<file path="src/hdl/mtn_pkg.sv">
`default_nettype none
// ----------------------------------------------------------------------------
// mtn_pkg
// Shared types, character codes and constants for the melody text note
// decoder: item structs, parser modes, queued commands and the tone table.
// ----------------------------------------------------------------------------
package mtn_pkg;

  localparam int LENGTH_BITS_DEF = 16;
  // The base length reset value needs this many bits.
  localparam int LEN_RESET_W     = 11;
  localparam int LEN_RESET       = 1500;

  localparam int QDEPTH = 4;
  localparam int QPTR_W = 2;
  localparam int QCNT_W = 3;

  localparam int TONE_W = 12;
  localparam int FREQ_W = 13;
  localparam int DUR_W  = 17;
  localparam int MUL_W  = 22;
  localparam int PROD_W = 43;

  localparam logic [10:0] SHARP_MUL   = 11'd1059;
  // Reciprocal of 1000 scaled by 2^30; exact for all products below 2^22.
  localparam logic [20:0] RECIP_1000  = 21'd1073742;

  localparam logic [2:0] OCT_RESET   = 3'd4;
  localparam logic [2:0] OCT_MIN     = 3'd1;
  localparam logic [2:0] OCT_MAX     = 3'd7;
  localparam logic [5:0] METER_RESET = 6'd4;
  localparam logic [2:0] NOTE_REST   = 3'd7;
  localparam int         METER_LIMIT = 64;

  localparam logic [7:0] CH_HASH   = 8'h23;
  localparam logic [7:0] CH_DOLLAR = 8'h24;
  localparam logic [7:0] CH_PLUS   = 8'h2B;
  localparam logic [7:0] CH_MINUS  = 8'h2D;
  localparam logic [7:0] CH_DOT    = 8'h2E;
  localparam logic [7:0] CH_SLASH  = 8'h2F;
  localparam logic [7:0] CH_0      = 8'h30;
  localparam logic [7:0] CH_1      = 8'h31;
  localparam logic [7:0] CH_7      = 8'h37;
  localparam logic [7:0] CH_9      = 8'h39;
  localparam logic [7:0] CH_COLON  = 8'h3A;
  localparam logic [7:0] CH_EQ     = 8'h3D;
  localparam logic [7:0] CH_AT     = 8'h40;
  localparam logic [7:0] CH_UP_A   = 8'h41;
  localparam logic [7:0] CH_UP_G   = 8'h47;
  localparam logic [7:0] CH_LO_A   = 8'h61;
  localparam logic [7:0] CH_LO_G   = 8'h67;

  // Seventh-octave frequencies for a..g, then the rest.
  localparam logic [TONE_W-1:0] TONE_TABLE [8] = '{
    12'd3520, 12'd3951, 12'd2093, 12'd2349, 12'd2637, 12'd2794, 12'd3136, 12'd0
  };

  typedef enum logic [1:0] {
    KIND_NOTE   = 2'd0,
    KIND_REWIND = 2'd1,
    KIND_END    = 2'd2
  } result_kind_t;

  typedef enum logic [2:0] {
    MODE_IDLE,
    MODE_OCT,
    MODE_LEN,
    MODE_MET,
    MODE_NOTE,
    MODE_SHARP,
    MODE_DIG
  } parse_mode_t;

  typedef enum logic [1:0] {
    B_IDLE,
    B_CALC,
    B_DONE
  } back_state_t;

  typedef struct packed {
    logic [7:0] text_char;
    logic       start_of_text;
    logic       end_of_text;
  } text_item_t;

  typedef struct packed {
    result_kind_t      result_kind;
    logic [FREQ_W-1:0] tone_frequency;
    logic [DUR_W-1:0]  note_duration;
    logic              hold_forever;
    logic              last_result;
  } result_item_t;

  typedef struct packed {
    result_kind_t kind;
    logic [2:0]   note;
    logic [2:0]   octave;
    logic         sharp;
    logic [7:0]   meter;
    logic         dotted;
    logic         last;
  } cmd_t;

  // Up to two commands per item; a note, when present, is always first.
  typedef struct packed {
    logic first_valid;
    logic second_valid;
    cmd_t first;
    cmd_t second;
  } push_t;

endpackage
`default_nettype wire

</file>
<file path="src/hdl/mtn_front.sv">
`default_nettype none
// ----------------------------------------------------------------------------
// mtn_front
// Character parser. Keeps the base and pending note state and turns each
// accepted item into zero, one or two commands for the back end.
// ----------------------------------------------------------------------------
module mtn_front import mtn_pkg::*; #(
  parameter  int LENGTH_BITS = LENGTH_BITS_DEF,
  localparam int LEN_W = (LENGTH_BITS > LEN_RESET_W) ? LENGTH_BITS : LEN_RESET_W
) (
  input  logic             clk,
  input  logic             rst,
  input  logic             take,
  input  text_item_t       item,
  output push_t            push,
  output logic [LEN_W-1:0] push_length
);

  parse_mode_t            mode, mode_next;
  logic [2:0]             base_oct, base_oct_next;
  logic [5:0]             cur_meter, cur_meter_next;
  logic [LEN_W-1:0]       base_len, base_len_next;
  logic [2:0]             pend_note, pend_note_next;
  logic [2:0]             pend_oct, pend_oct_next;
  logic                   pend_sharp, pend_sharp_next;
  logic [7:0]             pend_meter, pend_meter_next;
  logic [LENGTH_BITS-1:0] accum, accum_next;
  logic                   ovf, ovf_next;

  logic [7:0]             c;
  logic [3:0]             digit;
  logic                   is_dig, is_lower, is_upper;
  logic [LENGTH_BITS+3:0] acc_sum;
  logic [7:0]             meter_sum;
  logic                   len_ok, met_ok;
  parse_mode_t            mode_cur;
  logic                   note_emit, note_dot, other_emit, idle_run;
  result_kind_t           other_kind;
  cmd_t                   note_cmd, other_cmd;

  assign c        = item.text_char;
  assign digit    = c[3:0];
  assign is_dig   = (c >= CH_0) && (c <= CH_9);
  assign is_lower = (c >= CH_LO_A) && (c <= CH_LO_G);
  assign is_upper = (c >= CH_UP_A) && (c <= CH_UP_G);

  assign acc_sum = ((LENGTH_BITS+4)'(accum) << 3) + ((LENGTH_BITS+4)'(accum) << 1)
                 + (LENGTH_BITS+4)'(digit);
  assign meter_sum = 8'((11'(pend_meter) << 3) + (11'(pend_meter) << 1) + 11'(digit));

  assign len_ok = !ovf && (accum != '0);
  assign met_ok = len_ok && (accum < LENGTH_BITS'(METER_LIMIT));

  always_comb begin
    mode_next       = mode;
    base_oct_next   = base_oct;
    cur_meter_next  = cur_meter;
    base_len_next   = base_len;
    pend_note_next  = pend_note;
    pend_oct_next   = pend_oct;
    pend_sharp_next = pend_sharp;
    pend_meter_next = pend_meter;
    accum_next      = accum;
    ovf_next        = ovf;
    note_emit       = 1'b0;
    note_dot        = 1'b0;
    other_emit      = 1'b0;
    other_kind      = KIND_END;
    idle_run        = 1'b0;
    mode_cur        = mode;

    if (item.start_of_text) begin
      base_oct_next   = OCT_RESET;
      cur_meter_next  = METER_RESET;
      base_len_next   = LEN_W'(LEN_RESET);
      mode_next       = MODE_IDLE;
      mode_cur        = MODE_IDLE;
      accum_next      = '0;
      ovf_next        = 1'b0;
    end

    if (item.end_of_text) begin
      if (mode_cur == MODE_LEN) begin
        if (len_ok) base_len_next = LEN_W'(accum);
      end else if (mode_cur == MODE_MET) begin
        if (met_ok) cur_meter_next = accum[5:0];
      end else if (mode_cur == MODE_NOTE || mode_cur == MODE_SHARP ||
                   mode_cur == MODE_DIG) begin
        note_emit = 1'b1;
      end
      mode_next  = MODE_IDLE;
      other_emit = 1'b1;
      other_kind = KIND_END;
    end else begin
      unique case (mode_cur)
        MODE_OCT: begin
          mode_next = MODE_IDLE;
          if (c >= CH_1 && c <= CH_7) base_oct_next = c[2:0];
          else idle_run = 1'b1;
        end
        MODE_LEN, MODE_MET: begin
          if (is_dig) begin
            if (!ovf) begin
              if (acc_sum[LENGTH_BITS+3:LENGTH_BITS] != 4'd0) ovf_next = 1'b1;
              else accum_next = acc_sum[LENGTH_BITS-1:0];
            end
          end else begin
            if (mode_cur == MODE_LEN) begin
              if (len_ok) base_len_next = LEN_W'(accum);
            end else begin
              if (met_ok) cur_meter_next = accum[5:0];
            end
            idle_run = 1'b1;
          end
        end
        MODE_NOTE, MODE_SHARP, MODE_DIG: begin
          if (mode_cur == MODE_NOTE && c == CH_PLUS) begin
            if (pend_oct < OCT_MAX) pend_oct_next = pend_oct + 3'd1;
          end else if (mode_cur == MODE_NOTE && c == CH_MINUS) begin
            if (pend_oct > OCT_MIN) pend_oct_next = pend_oct - 3'd1;
          end else if (mode_cur == MODE_NOTE && c == CH_HASH) begin
            pend_sharp_next = 1'b1;
            mode_next       = MODE_SHARP;
          end else if (is_dig) begin
            pend_meter_next = (mode_cur == MODE_DIG) ? meter_sum : 8'(digit);
            mode_next       = MODE_DIG;
          end else if (c == CH_DOT) begin
            note_emit = 1'b1;
            note_dot  = 1'b1;
            mode_next = MODE_IDLE;
          end else begin
            note_emit = 1'b1;
            idle_run  = 1'b1;
          end
        end
        MODE_IDLE: idle_run = 1'b1;
        default:   idle_run = 1'b1;
      endcase
    end

    if (idle_run) begin
      mode_next = MODE_IDLE;
      if (c == CH_AT) begin
        other_emit = 1'b1;
        other_kind = KIND_REWIND;
      end else if (c == CH_EQ) begin
        mode_next = MODE_OCT;
      end else if (c == CH_PLUS) begin
        if (base_oct_next < OCT_MAX) base_oct_next = base_oct_next + 3'd1;
      end else if (c == CH_MINUS) begin
        if (base_oct_next > OCT_MIN) base_oct_next = base_oct_next - 3'd1;
      end else if (c == CH_COLON || c == CH_SLASH) begin
        mode_next  = (c == CH_COLON) ? MODE_LEN : MODE_MET;
        accum_next = '0;
        ovf_next   = 1'b0;
      end else if (is_lower || is_upper || c == CH_DOLLAR) begin
        pend_oct_next   = base_oct_next;
        pend_sharp_next = 1'b0;
        pend_meter_next = 8'(cur_meter_next);
        if (c == CH_DOLLAR) begin
          pend_note_next = NOTE_REST;
        end else if (is_lower) begin
          pend_note_next = 3'(c - CH_LO_A);
        end else begin
          pend_note_next = 3'(c - CH_UP_A);
          if (base_oct_next < OCT_MAX) pend_oct_next = base_oct_next + 3'd1;
        end
        mode_next = MODE_NOTE;
      end
    end
  end

  always_comb begin
    note_cmd.kind   = KIND_NOTE;
    note_cmd.note   = pend_note;
    note_cmd.octave = pend_oct;
    note_cmd.sharp  = pend_sharp;
    note_cmd.meter  = pend_meter;
    note_cmd.dotted = note_dot;
    note_cmd.last   = !other_emit;

    other_cmd.kind   = other_kind;
    other_cmd.note   = 3'd0;
    other_cmd.octave = 3'd0;
    other_cmd.sharp  = 1'b0;
    other_cmd.meter  = 8'd0;
    other_cmd.dotted = 1'b0;
    other_cmd.last   = 1'b1;

    push.first_valid  = take && (note_emit || other_emit);
    push.second_valid = take && note_emit && other_emit;
    push.first        = note_emit ? note_cmd : other_cmd;
    push.second       = other_cmd;
  end

  // A note always uses the base length held before this item.
  assign push_length = base_len;

  always_ff @(posedge clk) begin
    if (rst) begin
      mode       <= MODE_IDLE;
      base_oct   <= OCT_RESET;
      cur_meter  <= METER_RESET;
      base_len   <= LEN_W'(LEN_RESET);
      pend_note  <= 3'd0;
      pend_oct   <= OCT_RESET;
      pend_sharp <= 1'b0;
      pend_meter <= 8'(METER_RESET);
      accum      <= '0;
      ovf        <= 1'b0;
    end else if (take) begin
      mode       <= mode_next;
      base_oct   <= base_oct_next;
      cur_meter  <= cur_meter_next;
      base_len   <= base_len_next;
      pend_note  <= pend_note_next;
      pend_oct   <= pend_oct_next;
      pend_sharp <= pend_sharp_next;
      pend_meter <= pend_meter_next;
      accum      <= accum_next;
      ovf        <= ovf_next;
    end
  end

endmodule
`default_nettype wire

</file>
<file path="src/hdl/mtn_queue.sv">
`default_nettype none
// ----------------------------------------------------------------------------
// mtn_queue
// Short command queue between parser and back end. Takes up to two commands
// in a cycle and hands out one; room means at least two free entries.
// ----------------------------------------------------------------------------
module mtn_queue import mtn_pkg::*; #(
  parameter  int LENGTH_BITS = LENGTH_BITS_DEF,
  localparam int LEN_W = (LENGTH_BITS > LEN_RESET_W) ? LENGTH_BITS : LEN_RESET_W
) (
  input  logic             clk,
  input  logic             rst,
  input  push_t            push,
  input  logic [LEN_W-1:0] push_length,
  input  logic             pop,
  output logic             head_valid,
  output cmd_t             head,
  output logic [LEN_W-1:0] head_length,
  output logic             room
);

  cmd_t              q_cmd [QDEPTH];
  logic [LEN_W-1:0]  q_len [QDEPTH];
  logic [QPTR_W-1:0] wr_ptr, rd_ptr, wr_ptr_alt;
  logic [QCNT_W-1:0] count;

  assign wr_ptr_alt  = wr_ptr + QPTR_W'(1);
  assign head_valid  = (count != '0);
  assign head        = q_cmd[rd_ptr];
  assign head_length = q_len[rd_ptr];
  assign room        = (count <= QCNT_W'(QDEPTH - 2));

  always_ff @(posedge clk) begin
    if (push.first_valid) begin
      q_cmd[wr_ptr] <= push.first;
      q_len[wr_ptr] <= push_length;
    end
    if (push.second_valid) begin
      q_cmd[wr_ptr_alt] <= push.second;
      q_len[wr_ptr_alt] <= push_length;
    end
  end

  always_ff @(posedge clk) begin
    if (rst) begin
      wr_ptr <= '0;
      rd_ptr <= '0;
      count  <= '0;
    end else begin
      wr_ptr <= wr_ptr + QPTR_W'(push.first_valid) + QPTR_W'(push.second_valid);
      rd_ptr <= rd_ptr + QPTR_W'(pop);
      count  <= count + QCNT_W'(push.first_valid) + QCNT_W'(push.second_valid)
              - QCNT_W'(pop);
    end
  end

endmodule
`default_nettype wire

</file>
<file path="src/hdl/mtn_back.sv">
`default_nettype none
// ----------------------------------------------------------------------------
// mtn_back
// Note builder. Takes one command at a time, divides the base length by the
// meter one quotient bit per cycle, scales the tone for a sharp in a short
// multiplier pipeline, and holds the finished item in an output register.
// ----------------------------------------------------------------------------
module mtn_back import mtn_pkg::*; #(
  parameter  int LENGTH_BITS = LENGTH_BITS_DEF,
  localparam int LEN_W = (LENGTH_BITS > LEN_RESET_W) ? LENGTH_BITS : LEN_RESET_W,
  localparam int CNT_W = $clog2(LEN_W)
) (
  input  logic             clk,
  input  logic             rst,
  input  logic             head_valid,
  input  cmd_t             head,
  input  logic [LEN_W-1:0] head_length,
  output logic             pop,
  output result_item_t     result_item,
  output logic             result_valid,
  input  logic             result_stall
);

  back_state_t       state, state_next;
  logic              load_res;
  cmd_t              cmd;
  logic [LEN_W-1:0]  quo;
  logic [7:0]        rem, rem_step;
  logic [CNT_W-1:0]  cnt;
  logic [8:0]        trial, diff;
  logic              q_bit;
  logic [2:0]        oct_c;
  logic [TONE_W-1:0] f_base;
  logic [MUL_W-1:0]  f_mul;
  logic [PROD_W-1:0] f_prod;
  logic [FREQ_W-1:0] f_sharp;
  logic [LEN_W:0]    dsum;
  logic              hold;
  result_item_t      res_next;

  always_ff @(posedge clk) begin
    if (rst) state <= B_IDLE;
    else     state <= state_next;
  end

  always_comb begin
    state_next = state;
    pop        = 1'b0;
    load_res   = 1'b0;
    unique case (state)
      B_IDLE: begin
        if (head_valid) begin
          pop        = 1'b1;
          state_next = B_CALC;
        end
      end
      B_CALC: begin
        if (cnt == CNT_W'(LEN_W - 1)) state_next = B_DONE;
      end
      B_DONE: begin
        if (!result_valid || !result_stall) begin
          load_res   = 1'b1;
          state_next = B_IDLE;
        end
      end
      default: state_next = B_IDLE;
    endcase
  end

  // Restoring division: the remainder stays below the 8-bit meter whenever the meter is nonzero.
  assign trial    = {rem, quo[LEN_W-1]};
  assign diff     = trial - {1'b0, cmd.meter};
  assign q_bit    = (trial >= {1'b0, cmd.meter});
  assign rem_step = q_bit ? diff[7:0] : trial[7:0];

  always_ff @(posedge clk) begin
    if (pop) begin
      cmd <= head;
      quo <= head_length;
      rem <= 8'd0;
      cnt <= '0;
    end else if (state == B_CALC) begin
      rem <= rem_step;
      quo <= {quo[LEN_W-2:0], q_bit};
      cnt <= cnt + CNT_W'(1);
    end
  end

  // The tone pipeline registers f_base, f_mul and f_sharp in turn after a load
  // and settles well before the divider finishes.
  assign oct_c  = (cmd.octave < OCT_MIN) ? OCT_MIN : cmd.octave;
  assign f_prod = PROD_W'(f_mul) * PROD_W'(RECIP_1000);

  always_ff @(posedge clk) begin
    f_base  <= TONE_TABLE[cmd.note] >> (OCT_MAX - oct_c);
    f_mul   <= MUL_W'(f_base) * MUL_W'(SHARP_MUL);
    f_sharp <= f_prod[PROD_W-1:30];
  end

  assign dsum = {1'b0, quo} + (cmd.dotted ? {2'b00, quo[LEN_W-1:1]} : '0);
  assign hold = (cmd.meter == 8'd0);

  always_comb begin
    res_next.result_kind    = cmd.kind;
    res_next.tone_frequency = '0;
    res_next.note_duration  = '0;
    res_next.hold_forever   = 1'b0;
    res_next.last_result    = cmd.last;
    if (cmd.kind == KIND_NOTE) begin
      res_next.tone_frequency = cmd.sharp ? f_sharp : FREQ_W'(f_base);
      res_next.hold_forever   = hold;
      res_next.note_duration  = hold ? '0 : DUR_W'(dsum);
    end
  end

  always_ff @(posedge clk) begin
    if (load_res) result_item <= res_next;
  end

  always_ff @(posedge clk) begin
    if (rst)               result_valid <= 1'b0;
    else if (load_res)     result_valid <= 1'b1;
    else if (!result_stall) result_valid <= 1'b0;
  end

endmodule
`default_nettype wire

</file>
<file path="src/hdl/melody_text_note_decoder.sv">
`default_nettype none
// With the back end idle, an item that causes a note is written to the queue,
// popped into the back end, run through the bit-serial length divider for all
// LEN_W quotient bits, with LEN_W the larger of LENGTH_BITS and 11 (16 at the
// default), then loaded into the result register. The parser takes one item a
// cycle while the queue has room; the back end builds one result at a time.
// Reset: synchronous; base octave 4, meter 4, length 1500, queue empty.
// ----------------------------------------------------------------------------
// melody_text_note_decoder
// Parses melody text into notes, rewind marks and end marks. A parser front
// end feeds a short command queue drained by a note-building back end.
// ----------------------------------------------------------------------------
module melody_text_note_decoder import mtn_pkg::*; #(
  parameter  int LENGTH_BITS = LENGTH_BITS_DEF,
  localparam int LEN_W = (LENGTH_BITS > LEN_RESET_W) ? LENGTH_BITS : LEN_RESET_W
) (
  input  logic         clk,
  input  logic         rst,
  input  logic         text_valid,
  output logic         text_stall,
  input  text_item_t   text_item,
  output logic         result_valid,
  input  logic         result_stall,
  output result_item_t result_item
);

  logic             take;
  push_t            push;
  logic [LEN_W-1:0] push_length;
  logic             pop;
  logic             head_valid;
  cmd_t             head;
  logic [LEN_W-1:0] head_length;
  logic             room;

  assign text_stall = !room;
  assign take       = text_valid && room;

  mtn_front #(.LENGTH_BITS(LENGTH_BITS)) u_front (
    .clk         (clk),
    .rst         (rst),
    .take        (take),
    .item        (text_item),
    .push        (push),
    .push_length (push_length)
  );

  mtn_queue #(.LENGTH_BITS(LENGTH_BITS)) u_queue (
    .clk         (clk),
    .rst         (rst),
    .push        (push),
    .push_length (push_length),
    .pop         (pop),
    .head_valid  (head_valid),
    .head        (head),
    .head_length (head_length),
    .room        (room)
  );

  mtn_back #(.LENGTH_BITS(LENGTH_BITS)) u_back (
    .clk          (clk),
    .rst          (rst),
    .head_valid   (head_valid),
    .head         (head),
    .head_length  (head_length),
    .pop          (pop),
    .result_item  (result_item),
    .result_valid (result_valid),
    .result_stall (result_stall)
  );

endmodule
`default_nettype wire

</file>
<file path="config.mk">
export PLATFORM = sky130hd
export DESIGN_NAME = melody_text_note_decoder
export DESIGN_NICKNAME = d
export VERILOG_FILES = /design/src/hdl/mtn_pkg.sv /design/src/hdl/mtn_front.sv /design/src/hdl/mtn_queue.sv /design/src/hdl/mtn_back.sv /design/src/hdl/melody_text_note_decoder.sv
export SDC_FILE = /design/constraint.sdc
export NUM_CORES = 1
export LEC_CHECK = 0
export ABC_AREA = 1
export BUFFER_PORTS_ARGS = -buffer_cell sky130_fd_sc_hd__buf_2
export CAP_MARGIN = 20
export CORE_ASPECT_RATIO = 1.25
export CORE_UTILIZATION = 58
export CTS_CLUSTER_SIZE = 10
export DETAILED_ROUTE_END_ITERATION = 6
export MAX_ROUTING_LAYER = met4
export PLACE_DENSITY = 0.74
export SYNTH_ARGS = -nofsm -noshare
export SYNTH_HDL_FRONTEND = slang
export SYNTH_SLANG_ARGS = --single-unit
</file>
<file path="constraint.sdc">
create_clock -name clk -period 14.65 [get_ports clk]
set_input_delay 4.395 -clock clk [delete_from_list [all_inputs] [get_ports clk]]
set_output_delay 4.395 -clock clk [all_outputs]
set_load 0.01 [all_outputs]
</file>
==> results of run 1 <==
-- worst max-delay path, cell delays in order --
cell and delay [ns]:
buf_2 0.16, inv_1 0.11, ha_1 0.20, inv_1 0.10, nor2_1 0.08, nand2_2 0.16, nor2_4 0.06, a21oi_2 0.12
nand2_1 0.06, nand2_1 0.08, nand2_2 0.25, nand2_4 0.21, nand2_2 0.10, nor2_2 0.66, clkinv_4 0.29, nand2_1 0.70
-- worst max path at each step --
stage                      endpoint  slack (ns)  cells past startpoint
2_1_floorplan      u_front.accum[5]        7.64                     18
3_3_place_gp   u_queue.q_len[3][11]        6.60                     16
3_5_place_dp   u_queue.q_len[3][13]        6.48                     16
4_1_cts        u_queue.q_len[3][13]        7.05                     16
5_1_grt        u_queue.q_len[0][11]        6.74                     14
6_report       u_queue.q_len[3][11]        7.03                     16
-- cell families after synthesis --
group	after synthesis	share of synthesized area
adders and majority gates	439	0.2517
DFF	338	0.3238
and+or+nand+nor	1080	0.1788
xor gates and xnor gates	58	0.02012
buffers and inverters	612	0.09438
muxes	1	0.0003964
AOI/OAI and AO/OA	597	0.1308
-- per-layer routing --
metal / vias to the layer above / global-route usage / part of all wire
li1: 10280 / - / -
met2: 504 / 0.5851 / 0.55
met5: - / - / 0
met4: 0 / 0.1469 / 0.049
met1: 9706 / 0.3099 / 0.37
met3: 192 / 0.02713 / 0.033
-- state kept, by name, summed over array words and instances, names as in the netlist, 2 cells and up --
name / flops
u_back.f_sharp: 13
u_back.state: 2
u_back.cnt: 4
u_back.f_mul: 22
u_front.pend_oct: 3
u_back.f_base: 12
u_back.result_item: 34
u_back.quo: 16
u_front.pend_meter: 8
u_back.cmd: 19
u_queue.count: 3
u_queue.rd_ptr: 2
u_back.rem: 8
u_front.push_length: 16
u_front.base_oct: 3
u_queue.q_len: 64
u_front.pend_note: 3
u_queue.wr_ptr: 2
u_front.cur_meter: 6
u_front.accum: 16
u_front.mode: 3
u_queue.q_cmd: 76
-- area by class of cell --
class                      instances  area (um2)
tap                              565       706.9
timing repair buffer              61       335.3
sequential                       338        8179
clock buffer                      65        1095
fill                            3782       15900
multi-input combinational       2175       14700
clock inverter                     4       53.80
inverter                         528        1989
-- layout by cell type (no fill, tap or decap), types with 5 or more instances in the layout --
master | synthesis | layout
o21ai_0 | 229 | 229
dfxtp_1 | 197 | 196
nor3_1 | 29 | 29
buf_4 | 7 | 12
xor2_1 | 39 | 39
a21o_1 | 5 | 5
o21bai_1 | 9 | 9
inv_1 | 510 | 510
nor4_1 | 6 | 6
ha_1 | 324 | 324
nand3_1 | 102 | 102
nor2_2 | 7 | 7
o21ai_1 | 10 | 10
a211oi_1 | 6 | 6
a21oi_2 | 19 | 19
nor2_1 | 311 | 311
or2_2 | 5 | 5
o22ai_1 | 36 | 36
nand2_2 | 14 | 14
xnor2_1 | 19 | 19
nand2_1 | 554 | 554
inv_2 | 15 | 15
buf_2 | 11 | 49
nor2_4 | 5 | 5
clkbuf_16 | 0 | 40
edfxtp_1 | 141 | 141
a21oi_1 | 227 | 226
clkbuf_1 | 57 | 25
nand4_1 | 26 | 26
a31oi_1 | 15 | 15
nand3_2 | 5 | 5
o211ai_1 | 14 | 14
o21a_1 | 6 | 6
fa_1 | 115 | 115
-- through the flow --
| step | cells | area (um2) |
|---|---|---|
| 2_1_floorplan | 3125 | 25250 |
| 3_3_place_gp | 3666 | 25910 |
| 3_5_place_dp | 3667 | 25910 |
| 4_1_cts | 3736 | 27060 |
| 5_1_grt | 3736 | 27060 |
| 6_report | 3736 | 27060 |
==> run summary, run 1 <==
The flow ran to the end, and the final reports show no timing, DRC or antenna violations. The level count of the clock H-tree is 2. The Yosys step of the flow raised 0 warnings. Entering global routing, the biggest net connects 70 pins.

The end-of-flow core utilization came out at 0.6299. The count of cells along the worst register-to-register path came out at 19. The number of setup violations in the final report is 0. The count of flip-flops with a built-in enable after synthesis came out at 141. Before antenna repair, the detailed router went through 6 iterations.

The floorplan has 85 rows. The share of synthesized area occupied by flip-flops and latches is 0.3238. In this run the most critical hold path is launched from u_queue.q_cmd[2][13]. The detailed router finished its first iteration with 1,065 violations. In this run the deepest clock path goes through 3 buffers. The required time at the worst-slack endpoint is 14.81 ns. For this run, the leading register cell type out of synthesis is dfxtp_1. The dominant cell type by area after synthesis is edfxtp_1. Setup total negative slack on the finished layout was measured at 0 ns. The final critical-path required period came out at 7.618 ns.

The number of instances in the synthesized netlist is 3,125. The total congestion overflow after global routing is 0. The area enclosed by the die boundary is 44,380 um2.

The worst reg2reg path endpoint is u_back.f_sharp[11]. The largest fanout on the critical path is 21. STA puts the critical path data arrival time at 7.78 ns. The register-to-register path setup slack came out at 8.55 ns. The estimated wirelength of the detail-placed design is 51,690 um.

The post-detailed-route count of antenna-violating nets is 0. Tracing the worst setup path back leads to its startpoint at text_item[3]. Synthesis instantiated 60 different standard cells from the library. The number of max-slew violations in the final report came out at 0.

Counting every net in the synthesized netlist gives 3,578. The worst pin sits at a relative slew slack of 0.3189. The net count reported at finish is 3,597. For this run, the top clock speed supported by timing is 131.3 MHz.

The path class of the tightest hold or removal check is reg2reg. The synthesized flop and latch total came out at 338. The total count of hold-check failures in the final report came out at 0.

The cell depth of the worst min-delay path is 2. After clock tree synthesis, the clock-pin slew on the worst setup and hold paths is 0.05 ns. The commonest cells after synthesis are 554 x nand2_1, 510 x inv_1, 324 x ha_1, 311 x nor2_1, 229 x o21ai_0. Setup repair after global routing left no endpoint under its margin. The share of the synthesized area in the top cell type is 0.1677.

The kind of start point of the critical path is an input port. At the end of routability-driven placement, the weighted congestion stood at 1.009. Measured along the y axis, the die boundary spans 235.3 um. The nature of the critical path endpoint is a flip-flop. The synthesized netlist occupies a cell area of 25,250 um2.

The total wire length came out at 65,250 um. The number of antenna repair diodes came out at 0. The proportion of layout cells with a drive suffix above 1 is 0.05929. The number of sinks on the clock net is 338.

The first global-routing pass estimated 105,400 um of wire. After clock tree synthesis, the flow added hold-fix buffers numbering 0. After detailed routing, the number of remaining DRC violations is 0. On the final layout, the worst clock skew is 0.01730 ns. The floorplan core area came out at 42,970 um2. The via total after detailed routing came out at 20,680. For this run, the total global-route usage over all layers was measured as 0.3068.

Setup slack on the critical path of the routed design comes to 7.032 ns. The per-instance average area after synthesis came out at 8.081 um2. The initial antenna violation count came to 0.

Buffers added to address setup during post-CTS repair amount to 0. At the pin with the least slew margin, the transition time is 1.018 ns. Timing analysis after detailed placement gives a worst setup slack of 6.477 ns. The via count of the first global-routing pass came out at 21,030. The die is 188.6 um wide.

The effective utilization at floorplan came out at 0.5878. The clock latency at the later pin of the worst-skew pair came out at 0.55 ns. The TritonCTS buffer count is 40. The post-detailed-route wirelength per cell came out at 17.47 um.

The hold path endpoint is u_queue.q_cmd[2][13]. The worst setup path is of the in2reg kind. The final cycle utilization of the critical path came out at 0.5200.

After detailed routing, the number of vias per cell comes to 5.536. The worst register-to-register path begins at u_back.f_mul[12]. The number of primary I/O pins is 50. Compared with the post-synthesis result, the final layout area differs by 7.164%. By area the synthesized netlist is led by edfxtp_1 17%, ha_1 16%, dfxtp_1 16%.

The post-cts gate resize count came out at 0. The clock tree from TritonCTS is yes. The root buffer cell is clkbuf_16. The share of async-settable or async-resettable flops after synthesis is 0. The quantity of I/O buffers inserted on ports came out at 49. The number of max-cap violations came out at 0.

nand2_1 is the most common cell in the netlist. The smallest hold slack is 0.4513 ns.
Power of run 1 is not shown: default switching activity piles up to over one toggle a cycle in this logic, so the estimate is an artifact.
==> inputs of run 2 (changes only) <==
==> constraint.sdc (replaced) <==
create_clock -name clk -period 8 [get_ports clk]
set_input_delay 2.4 -clock clk [delete_from_list [all_inputs] [get_ports clk]]
set_output_delay 2.4 -clock clk [all_outputs]
set_load 0.01 [all_outputs]
==> run 2 against run 1 <==
First-iteration DRC count increased by 1.8%. Final cell count increased by 0.13%. Routed wire length decreased by 0.34%. Cell area increased by 0.42%. Global-route usage decreased by 0.26 points. Sequential share of layout area decreased by 0.13 points. Critical path type is now reg2reg. Flip-flop and latch count unchanged. Critical path depth increased by 3. Largest cell class unchanged.
==> run summary, run 2 (synthesis gave the netlist of run 1 again) <==
The initial antenna violation count is 0 (unchanged). The root buffer cell is clkbuf_16 (unchanged). The x dimension of the die is 188.6 um (unchanged). The number of DRC violations after detailed routing came out at 0 (unchanged). The number of buffers inserted by post-CTS setup repair is 0 (unchanged). The area enclosed by the die boundary is 44,380 um2 (unchanged). The setup skew after layout came to 0.03274 ns (was 0.01730 ns). The total wire length is 65,030 um (was 65,250 um).

Commonest cells after routing, fill and taps aside: 554 x nand2_1, 510 x inv_1, 324 x ha_1, 311 x nor2_1, 229 x o21ai_0 (unchanged). The clock-pin slew on the worst setup and hold paths came out at 0.06 ns (was 0.05 ns). The number of buffers inserted by hold repair at cts came out at 0 (unchanged). The worst path needs 5.716 ns of the cycle, external delays included.

The total congestion overflow after global routing is 0 (unchanged). Derived from the worst setup path, the maximum achievable clock frequency is 175.0 MHz. Run status: completed (unchanged). The estimated wirelength of the detail-placed design is 51,040 um (was 51,690 um). The vertical die dimension is 235.3 um (unchanged). The most common cell after layout, fill and taps aside is nand2_1 (unchanged). Of the available clock period, the critical path in the final layout requires 0.7145.

The proportion of layout cells with a drive suffix above 1 came out at 0.06140 (was 0.05929). The via count of the first global-routing pass is 21,340 (was 21,030). Biggest registers after layout: u_queue.q_cmd (76), u_queue.q_len (64), u_back.result_item (34) (unchanged). The worst min-delay path class is reg2reg (unchanged). The total global-route track usage came to 0.3042 (was 0.3068). The multi-input gate area in the final layout was 14,700 um2 (unchanged).

The worst setup path category is reg2reg (was in2reg). Chain of cells forming the critical path: ha_1 > ha_1 > inv_1 > fa_1 > fa_1 > inv_1 > fa_1 > fa_1 > inv_1 > fa_1 > inv_1 > ha_1 > nand2_1 > nor2_1 > a211oi_1 > a21oi_1 > nor2_1 > o21ai_0 > xor2_1 (was buf_2 > inv_1 > ha_1 > inv_1 > nor2_1 > nand2_2 > nor2_4 > a21oi_2 > nand2_1 > nand2_1 > nand2_2 > nand2_4 > nand2_2 > nor2_2 > clkinv_4 > nand2_1). The number of sinks on the clock net came out at 338 (unchanged). The quantity of I/O buffers inserted on ports is 49 (unchanged). The count of routing violations after the opening detailed-route iteration is 1,084 (was 1,065). The area added between synthesis and finish is 7.610% (was 7.164%).

The number of max-slew violations in the final report came to 0 (unchanged). The number of antenna repair diodes was 0 (unchanged). The floorplan core area was 42,970 um2 (unchanged).

The number of max-cap violations came out at 0 (unchanged). The final weighted congestion of routability-driven global placement came out at 0.9709 (was 1.009). The number of primary I/O pins came out at 50 (unchanged). The post-detailed-route wirelength per cell came out at 17.38 um (was 17.47 um). The number of setup violations in the final report is 0 (unchanged).

The final sum of negative setup slack is 0 ns (unchanged). The nature of the critical path endpoint is a flip-flop (unchanged). The filler cell count came out at 3,726 (was 3,782). The flip-flop count of the largest register, all copies and words added came out at 76 (unchanged). The level count of the clock H-tree is 2 (unchanged). The row count is 85 (unchanged). The cell with the biggest individual delay on the critical path is dfxtp_1 (was nand2_1). The maximum buffer depth of the clock tree came out at 3 (unchanged). The required time at the worst-slack endpoint is 8.45 ns (was 14.81 ns). The via total after detailed routing came out at 20,760 (was 20,680).

The kind of cell adding the most delay to the critical path is adder cells (was simple AND/OR/NAND/NOR gates). The TritonCTS buffer count is 41 (was 40). The per-cell via count in the routed design is 5.549 (was 5.536). The number of buffers and inverters on the critical path is 4 (unchanged).

The total count of hold-check failures in the final report came to 0 (unchanged). The worst relative slew slack was 0.3153 (was 0.3189). The clock tree from TritonCTS was yes (unchanged).

The post-detailed-route count of antenna-violating nets came out at 0 (unchanged). The effective utilization at floorplan is 0.5878 (unchanged). The wire length of the first global-routing pass came out at 105,000 um (was 105,400 um). The post-cts gate resize count is 0 (unchanged). The kind of start point of the critical path is a flip-flop (was input port). The critical path arrival is 6.16 ns (was 7.78 ns).

The net count reported at finish is 3,600 (was 3,597). The register with the most flip-flops is u_queue.q_cmd (unchanged). The clock latency at the later pin of the worst-skew pair is 0.55 ns (about the same). The register cell area after layout is 8179 um2 (unchanged). RSZ-0062 raised after global routing: no (unchanged). The largest fanout on the critical path came out at 6 (was 21).

The transition time of the tightest slew-check pin is 1.023 ns (was 1.018 ns). The number of detailed-routing iterations run before antenna repair came to 5 (was 6). The cell repeated most along the worst path is fa_1. The longest individual stage delay on the worst path is 0.60 ns (was 0.70 ns). The maximum number of pins on one net before global-route repair came out at 74 (was 70).
## run 2: metal layers
metal  vias up  global-route usage  wire, um
met5         -                   -         0
met4         0              0.1564      3465
met3       186             0.02504      2192
met2       535              0.5763     35360
met1      9771              0.3077     24020
li1      10270                   -         -
## run 2: area by class of cell
| cell class | count | area share |
|---|---|---|
| clock buffers | 65 | 0.04180 |
| clock inverters | 7 | 0.003591 |
| inverters | 528 | 0.07320 |
| multi-input cells | 2175 | 0.5411 |
| flip-flops and latches | 338 | 0.3010 |
| well taps | 565 | 0.02601 |
| repair buffers | 63 | 0.01335 |
## run 2: path summary, 6_finish.rpt
check                           start                   to  slack, ns  cells past startpoint
hold / removal    u_queue.q_cmd[0][5]  u_queue.q_cmd[0][5]       0.45                      2
setup / recovery      u_back.f_mul[7]    u_back.f_sharp[6]       2.28                     19
hold reg to reg   u_queue.q_cmd[0][5]  u_queue.q_cmd[0][5]       0.45                      2
setup reg to reg      u_back.f_mul[7]    u_back.f_sharp[6]       2.28                     19
## run 2: through the flow
step / cell area (um2) / util / std cells / hold slack [ns] / setup WS, ns
floorplan: 25250 / - / 3125 / 0.3872 / 2.989
global placement: 25910 / 0.6031 / 3667 / 0.4319 / 1.987
detailed placement: 25920 / 0.6033 / 3668 / 0.4353 / 1.881
CTS: 27160 / 0.6320 / 3740 / 0.4436 / 2.314
global route: 27180 / 0.6325 / 3741 / 0.4666 / 1.968
finish: 27180 / 0.6325 / 3741 / 0.4455 / 2.284
## run 2: worst reg2reg max path, stage by stage (launching register included)
cell,delay (ns)
dfxtp_1,0.60
ha_1,0.33
ha_1,0.20
inv_1,0.18
fa_1,0.44
fa_1,0.52
inv_1,0.07
fa_1,0.51
fa_1,0.54
inv_1,0.05
fa_1,0.53
inv_1,0.05
ha_1,0.31
nand2_1,0.08
nor2_1,0.18
a211oi_1,0.13
a21oi_1,0.28
nor2_1,0.12
o21ai_0,0.29
xor2_1,0.25
Power of run 2 is left out for the same reason.
==> inputs of run 3 (changes only) <==
--- a/config.mk
+++ b/config.mk
@@ -5,7 +5,7 @@
 export SDC_FILE = /design/constraint.sdc
 export NUM_CORES = 1
 export LEC_CHECK = 0
-export ABC_AREA = 1
+export ABC_AREA = 0
 export BUFFER_PORTS_ARGS = -buffer_cell sky130_fd_sc_hd__buf_2
 export CAP_MARGIN = 20
 export CORE_ASPECT_RATIO = 1.25
==> constraint.sdc (replaced) <==
create_clock -name clk -period 5.56 [get_ports clk]
set_input_delay 1.668 -clock clk [delete_from_list [all_inputs] [get_ports clk]]
set_output_delay 1.668 -clock clk [all_outputs]
set_load 0.01 [all_outputs]
==> run 3 against run 2 <==
Non-clock buffer count increased by 103. Sequential share of layout area is 0.59 points higher. Routed wire length is 13% lower. Critical path depth did not move. Cell area fell by 1.7%. Area after synthesis fell by 6.8%. Clock skew shrank 0.016 ns. Global-route usage decreased by 1.9 points. Worst setup slack got worse by 2.3 ns. Highest routed layer unchanged.
==> run summary, run 3 <==
The setup skew after layout came out at 0.01634 ns (was 0.03274 ns). The post-detailed-route wirelength per cell came out at 18.69 um (was 17.38 um). The multi-input gate area in the final layout is 14,420 um2 (was 14,700 um2).

The TritonCTS buffer count is 41 (unchanged). The number of detailed-routing iterations run before antenna repair came out at 6 (was 5). The total congestion overflow after global routing is 0 (unchanged). The netlist area before placement came out at 23,550 um2 (was 25,250 um2).

The flip-flop cell with the highest count after synthesis is dfxtp_1 (unchanged). The launch point of the worst path is u_back.f_mul[10] (was u_back.f_mul[7]). The flip-flop count of the largest register, all copies and words added came out at 76 (unchanged). The number of buffers inserted by hold repair at cts is 0 (unchanged). The worst reg2reg path endpoint is u_back.f_sharp[10] (was u_back.f_sharp[6]). The area added between synthesis and finish is 13.42% (was 7.610%). The count of distinct cell types in the synthesized netlist is 88 (was 60). Commonest cells after routing, fill and taps aside: 298 x ha_1, 280 x inv_1, 201 x nand2_1, 186 x dfxtp_1, 161 x nor2_1 (was 554 x nand2_1, 510 x inv_1, 324 x ha_1, 311 x nor2_1, 229 x o21ai_0).

The maximum buffer depth of the clock tree is 3 (unchanged). The worst relative slew slack came out at 0.2988 (was 0.3153). The count of cells along the worst register-to-register path came out at 19 (unchanged).

The number of sinks on the clock net is 338 (unchanged). The number of DRC violations after detailed routing came out at 0 (unchanged). The proportion of layout cells with a drive suffix above 1 was 0.1391 (was 0.06140). The count of routing violations after the opening detailed-route iteration came out at 1,257 (was 1,084). The number of instances in the synthesized netlist was 2,374 (was 3,125). The filler cell count came to 3,075 (was 3,726). The area enclosed by the die boundary is 41,410 um2 (was 44,380 um2).

The clock latency at the later pin of the worst-skew pair was 0.55 ns (about the same). The number of max-cap violations came out at 0 (unchanged). The x dimension of the die is 182.2 um (was 188.6 um). The quantity of I/O buffers inserted on ports came out at 49 (unchanged). The initial antenna violation count came out at 0 (unchanged).

The register cell area after layout came to 8197 um2 (was 8179 um2). The critical path arrival came out at 5.95 ns (was 6.16 ns). The synthesized netlist net count is 2,827 (was 3,578).

The row count is 82 (was 85). The via total after detailed routing was 17,790 (was 20,760). The final weighted congestion of routability-driven global placement is 0.9409 (was 0.9709). The number of primary I/O pins is 50 (unchanged). The clock-pin slew on the worst setup and hold paths came to 0.06 ns (about the same). The per-instance average area after synthesis came out at 9.919 um2 (was 8.081 um2).

Run status: completed (unchanged). List of most frequent post-synthesis cells: 324 x ha_1, 286 x inv_1, 201 x nand2_1, 197 x dfxtp_1, 166 x a21oi_1 (was 554 x nand2_1, 510 x inv_1, 324 x ha_1, 311 x nor2_1, 229 x o21ai_0). The share of async-settable or async-resettable flops after synthesis came out at 0 (unchanged). The floorplan core area came out at 40,010 um2 (was 42,970 um2). The total global-route track usage is 0.2854 (was 0.3042). Biggest registers after layout: u_queue.q_cmd (76), u_queue.q_len (64), u_back.result_item (34) (unchanged). The dominant cell type by area after synthesis is edfxtp_1 (unchanged). The register-to-register path setup slack came to 0.02 ns (was 2.28 ns). The final sum of negative setup slack came to 0 ns (unchanged). The transition time of the tightest slew-check pin is 1.052 ns (was 1.023 ns). The worst min-delay path class is reg2reg (unchanged). The worst setup path category was reg2reg (unchanged). The number of max-slew violations in the final report came out at 0 (unchanged). The total count of hold-check failures in the final report came out at 0 (unchanged). The share of the synthesized area in the top cell type was 0.1798 (was 0.1677). The synthesis warning total is 0 (unchanged). The kind of start point of the critical path is a flip-flop (unchanged). The critical register-to-register path startpoint is u_back.f_mul[10] (was u_back.f_mul[7]). The level count of the clock H-tree came to 2 (unchanged). The vertical die dimension was 227.3 um (was 235.3 um). The most frequently used cell type in the post-synthesis netlist is ha_1 (was nand2_1).

The number of antenna repair diodes is 0 (unchanged). The total wire length was 56,580 um (was 65,030 um). The count of flip-flops with a built-in enable after synthesis was 141 (unchanged). The via count of the first global-routing pass is 18,230 (was 21,340). The final critical-path required period came out at 5.543 ns (was 5.716 ns).

The final cycle utilization of the critical path came out at 0.9969 (was 0.7145). The effective utilization at floorplan is 0.5885 (was 0.5878). The nature of the critical path endpoint is a flip-flop (unchanged). The smallest hold slack came out at 0.4359 ns (was 0.4455 ns). Most area-consuming cells after synthesis: edfxtp_1 18%, ha_1 17%, dfxtp_1 17% (was edfxtp_1 17%, ha_1 16%, dfxtp_1 16%). The share of synthesized area occupied by flip-flops and latches was 0.3473 (was 0.3238).

The register with the most flip-flops is u_queue.q_cmd (unchanged). The worst setup path endpoint was u_back.f_sharp[10] (was u_back.f_sharp[6]). The most common cell after layout, fill and taps aside is ha_1 (was nand2_1). The root buffer cell is clkbuf_16 (unchanged). The post-detailed-route count of antenna-violating nets is 0 (unchanged). The largest fanout on the critical path came out at 4 (was 6).

The maximum clock frequency is 180.4 MHz (was 175.0 MHz). The synthesized flop and latch total came out at 338 (unchanged). The number of setup violations in the final report came out at 0 (unchanged). The per-cell via count in the routed design came out at 5.876 (was 5.549). The maximum number of pins on one net before global-route repair is 61 (was 74). The required time at the worst-slack endpoint came to 5.97 ns (was 8.45 ns). The wire length of the first global-routing pass came out at 90,940 um (was 105,000 um).

The clock tree from TritonCTS is yes (unchanged). The estimated wirelength of the detail-placed design came to 42,640 um (was 51,040 um). The net count reported at finish came out at 2,945 (was 3,600).

RSZ-0062 raised after global routing: yes (was no).
[run 3: cell families after synthesis]
group                    synth area share
AND/OR/NAND/NOR                    0.1277
buffers and inverters             0.06201
XOR/XNOR                          0.02418
flip-flops                         0.3473
adder cells (fa/ha/maj)            0.2699
AO/OA/AOI/OAI                      0.1229
multiplexers                      0.04596
[run 3: worst min path at each step]
stage                          start               endpoint  slack [ns]  cells after the start
floorplan           u_back.f_base[0]        u_back.f_mul[0]        0.39                      0
global placement       u_back.cmd[0]  u_back.result_item[0]        0.41                      0
detailed placement     u_back.cmd[0]  u_back.result_item[0]        0.43                      0
CTS                    u_back.cmd[0]  u_back.result_item[0]        0.44                      0
global route           u_back.cmd[0]  u_back.result_item[0]        0.46                      0
finish                 u_back.cmd[0]  u_back.result_item[0]        0.44                      0
[run 3: layer usage]
layer / track usage / part of all wire / vias up
li1: - / - / 8574
met1: 0.3017 / 0.38 / 8669
met2: 0.5317 / 0.55 / 402
met3: 0.03120 / 0.031 / 142
met4: 0.1339 / 0.043 / 0
met5: - / 0 / -
[run 3: cell type report]
class                      count  area share
clock buffer                  67     0.04282
clock inverter                 7    0.003326
inverter                     287     0.04034
multi-input combinational   1658      0.5400
sequential                   338      0.3069
tap                          504     0.02361
timing repair buffer         166     0.04301
[run 3: stage by stage]
step | utilization | cells | setup WS (ns) | cell area (um2)
finish | 0.6675 | 3027 | 0.01707 | 26710
global route | 0.6675 | 3027 | -0.1882 | 26710
CTS | 0.6583 | 3022 | 0.01460 | 26340
detailed placement | 0.6232 | 2949 | -0.7076 | 24940
global placement | 0.6230 | 2948 | -0.5585 | 24930
floorplan | - | 2374 | 0.004048 | 23550
[run 3: what timing repair did]
item,CTS,global route
gates resized for setup,33,55
pin swaps,22,53
setup buffers,0,5
setup endpoints to repair,12,9
[run 3: worst max-delay path, stage by stage (launching register included)]
cell	delay, ns
dfxtp_2	0.35
ha_1	0.34
ha_1	0.16
inv_1	0.06
fa_1	0.54
fa_1	0.44
fa_1	0.55
inv_1	0.05
fa_1	0.49
ha_4	0.31
ha_4	0.19
nand4_1	0.20
nor2_1	0.09
o31ai_2	0.31
a21oi_2	0.16
o311ai_4	0.34
o21ai_4	0.12
or3_4	0.42
a21oi_4	0.18
a2111oi_4	0.09
Power of run 3 is left out for the same reason.
